$ cat src/aesm_ram.sv
// ----------------------------------------------------------------------------
// aesm_ram
// Generic single-write, single-read RAM with registered read data.
// ----------------------------------------------------------------------------
module aesm_ram #(
  parameter int WIDTH = 128,
  parameter int DEPTH = 15
) (
  input  logic                     clk,
  input  logic                     we,
  input  logic [$clog2(DEPTH)-1:0] waddr,
  input  logic [WIDTH-1:0]         wdata,
  input  logic [$clog2(DEPTH)-1:0] raddr,
  output logic [WIDTH-1:0]         rdata
);

  logic [WIDTH-1:0] mem [DEPTH];

  always_ff @(posedge clk) begin
    if (we) begin
      mem[waddr] <= wdata;
    end
    rdata <= mem[raddr];
  end

endmodule

$ cat config.mk
export PLATFORM = sky130hd
export DESIGN_NAME = aesm_ram
export DESIGN_NICKNAME = d
export VERILOG_FILES = /design/src/aesm_ram.sv
export SDC_FILE = /design/constraint.sdc
export NUM_CORES = 2
export LEC_CHECK = 0
export BUFFER_PORTS_ARGS = -buffer_cell sky130_fd_sc_hd__buf_2
export CAP_MARGIN = 20
export CORE_UTILIZATION = 30
export CTS_BUF_LIST = sky130_fd_sc_hd__clkbuf_16
export DETAILED_ROUTE_END_ITERATION = 8
export SLEW_MARGIN = 20
export SYNTH_ARGS = -nofsm -noshare
export SYNTH_HDL_FRONTEND = slang
export SYNTH_SLANG_ARGS = --single-unit
$ cat constraint.sdc
create_clock -name clk -period 19.12 [get_ports clk]
set_clock_uncertainty 0.05 [all_clocks]
set_input_delay 4.78 -clock clk [delete_from_list [all_inputs] [get_ports clk]]
set_output_delay 4.78 -clock clk [all_outputs]
set_load 0.1 [all_outputs]
==> qor.yml <==
critical_path:
  regToRegStartpoint: "mem[11][88]$_DFFE_PP_"
  cp-endpoint: "rdata[52]$_DFF_P_"
  critPathLaunch: "raddr[0]"
  crit_path_max_incr_delay_ns: 0.80
  cp_top_family: "buffers and inverters"
  cpMaxStageDelayCell: "buf_4"
  reg2reg_setup_slack_ns: 17.50
  cp-end-kind: "flip-flop"
  critPathBufInv: 4
  cp.depth: 7
  critPathLaunchType: "input port"
  reg2reg_depth: 3
  critPathKind: "input port to flip-flop"
  crit_required_ns: 19.72
  worstPathCellList: "buf_8 > buf_4 > buf_12 > buf_4 > mux4_2 > a22oi_1 > o21ai_1"
  crit_top_cell: "buf_4"
  r2r_end: "rdata[88]$_DFF_P_"
  cp.arrival_ns: 8.85
  cp_max_fo: 115
grt:
  grtUsageTotal_pct: 15.3
  grt_max_degree: 132
  grt_pass1_vias: 37849
  use_met3_pct: 3.11
  busiest_layer: "met2"
  grt_pass1_wl_um: 280000
  antenna_found_initial: 90
  use_met1_pct: 20.3
  gr-total-overflow: 0
  met2_usage_pct: 25.5
detailed_routing:
  first_iter_violations: 3636
  drtAntennaViolNets: 0
  vias_per_cell: 4.96
  wl_per_cell_um: 26.3
  drc: 0
  via_count: 37224
  firstDrtPassIters: 5
  drt_wl_total_um: 198000
cts:
  cts.path.max_buffers: 3
  cts.clk_slew.worst_paths_ns: 0.06
  root_buffer: "clkbuf_16"
  cts_tree: "built"
  cts_resized: 0
  cts_hold_buf: 0
  cts_buffers: 190
  cts.sinks: 2048
  worstSkewPairLatency_ns: 0.82
  htreeDepth: 4
  cts_setup_buffers: 0
synthesis:
  synthFlopType: "edfxtp_1"
  synth_fp_nets: 3820
  synth_area_sq_um: 75700
  post-synth-top-count-cell: "edfxtp_1"
  synth_edf_count: 1920
  yosys_warnings: 0
  synth_common_cells: "1,920 x edfxtp_1, 360 x mux2i_1, 268 x mux4_2"
  syn_avg_cell_area_sq_um: 20.5
  synthTopCellsByArea: "edfxtp_1 76%, mux4_2 8.0%, mux2i_1 4.8%, dfxtp_1 3.4%, a22oi_1 1.3%"
  ys_ff_latch: 2048
  synthCells: 3682
  synth_top_cell_area_share_pct: 76.2
  yosysSeqAreaShare_pct: 79.6
  synth_cell_type_count: 31
  async_flop_share_pct: 0
  yosysTopAreaCell: "edfxtp_1"
power:
  power_per_cell_area_nw_per_um2: 107
  p_leak_nw: 28.2
  irDropWorstVdd_mv: 0.0893
floorplanning:
  io_pins: 266
  die_w_um: 504
  fp.dieH_um: 504
  design.core.area_sq_um: 250000
  num_rows: 183
  die_area_sq_um: 254000
  start_util_pct: 30.3
sta:
  finalMaxSlewViolations: 0
  period_share_pct: 43.1
  worst_slew_pin_slew_ns: 1.16
  fin_crit_ns: 8.25
  finalSetupViolCount: 0
  rsz0062_at_grt: "false"
  slew_headroom_pct: 22.9
  max_freq_ghz: 0.121
  fin_setup_tns_ns: 0
  finalHoldViolations: 0
flow_run:
  cap_violations: 0
placement:
  io_buffers: 265
  routabilityCongestion: 0.701
  postPlaceCellArea_sq_um: 80800
  dp_hpwl_um: 100000
finish:
  nets: 4148
  final_cell_area_sq_um: 86600
  layout-drive-gt1-share_pct: 21.1
  syn_to_final_growth_pct: 14.5
hold_path:
  hold_path_class: "flip-flop to flip-flop"
  worstHoldPathCells: 2
outcome:
  outcome: "complete, no violations"
sequential cells by signal, indices dropped and copies added, names as in the netlist:
name and count:
mem 1920, rdata 128
worst reg2reg max path, cell delays in order, from the launching register on:
cell and delay (ns):
edfxtp_1 0.35, mux4_2 0.47, a22oi_1 0.21, o21ai_0 0.28
report_power, final:
part           internal, mW  leakage [nW]  switching (mW)  total (mW)
clock                  1.92          3.06            1.64        3.55
sequential             5.02          18.4          0.0414        5.06
combinational         0.167          6.73           0.523       0.690
worst min-delay path by stage:
stage                                       from            endpoint  slack, ns
after floorplan           mem[14][109]$_DFFE_PP_  rdata[109]$_DFF_P_       0.47
after global placement     mem[14][57]$_DFFE_PP_   rdata[57]$_DFF_P_       0.49
after detailed placement  mem[14][109]$_DFFE_PP_  rdata[109]$_DFF_P_       0.49
after CTS                 mem[14][109]$_DFFE_PP_  rdata[109]$_DFF_P_       0.51
after global routing       mem[14][89]$_DFFE_PP_   rdata[89]$_DFF_P_       0.54
final                      mem[14][13]$_DFFE_PP_   rdata[13]$_DFF_P_       0.51
cells in the final DEF (no fill, tap or decap), types with 13 or more instances in the layout:
master,n
nor2_4,14
a31oi_1,116
mux4_2,268
o21ai_0,13
o22ai_1,116
a22oi_1,128
clkinv_2,21
nand2b_1,120
dfxtp_1,128
clkbuf_16,192
clkinv_1,49
buf_2,262
o21ai_1,103
buf_4,71
mux2i_1,360
edfxtp_1,1920
inv_1,64
nor2_1,18
nand2_1,130
final cells by class:
| class | count | area, sq um |
|---|---|---|
| Fill cell | 23333 | 163000 |
| Sequential cell | 2048 | 60200 |
| Multi-Input combinational cell | 1424 | 14400 |
| Clock buffer | 192 | 4800 |
| Tap cell | 3330 | 4170 |
| Timing Repair Buffer | 343 | 2030 |
| Clock inverter | 165 | 987 |
| Inverter | 3 | 18.8 |
| Antenna cell | 7 | 17.5 |
per-stage QoR:
step                setup WS [ns]  util (%)  cells  hold WS (ns)  total power [mW]
floorplan                    4.36         -   3682         0.470              5.63
global placement             9.98      32.4   7148         0.492              5.85
detailed placement           9.99      32.4   7148         0.491              5.86
CTS                         10.87      34.7   7505         0.505              9.39
global route                10.60      34.7   7509         0.542              9.60
finish                      10.87      34.7   7512         0.506              9.30
cells by family (layout without fill, tap and decap cells):
group	after synthesis	in the layout	share of synthesized area, %
AOI/OAI and AO/OA	500	500	4.15
buffers and inverters	210	703	1.60
DFF	2048	2048	79.6
muxes	628	628	12.7
other	0	7	0
and+or+nand+nor	296	296	1.92
routing by layer:
layer	share of wire, %	wire, um	up-vias
li1	-	-	15772
met4	2.2	4400	46
met3	6.6	13000	357
met1	42	83400	19787
met5	0.13	265	-
met2	49	96600	1262
Note: power is estimated with default switching activity, not from simulation.
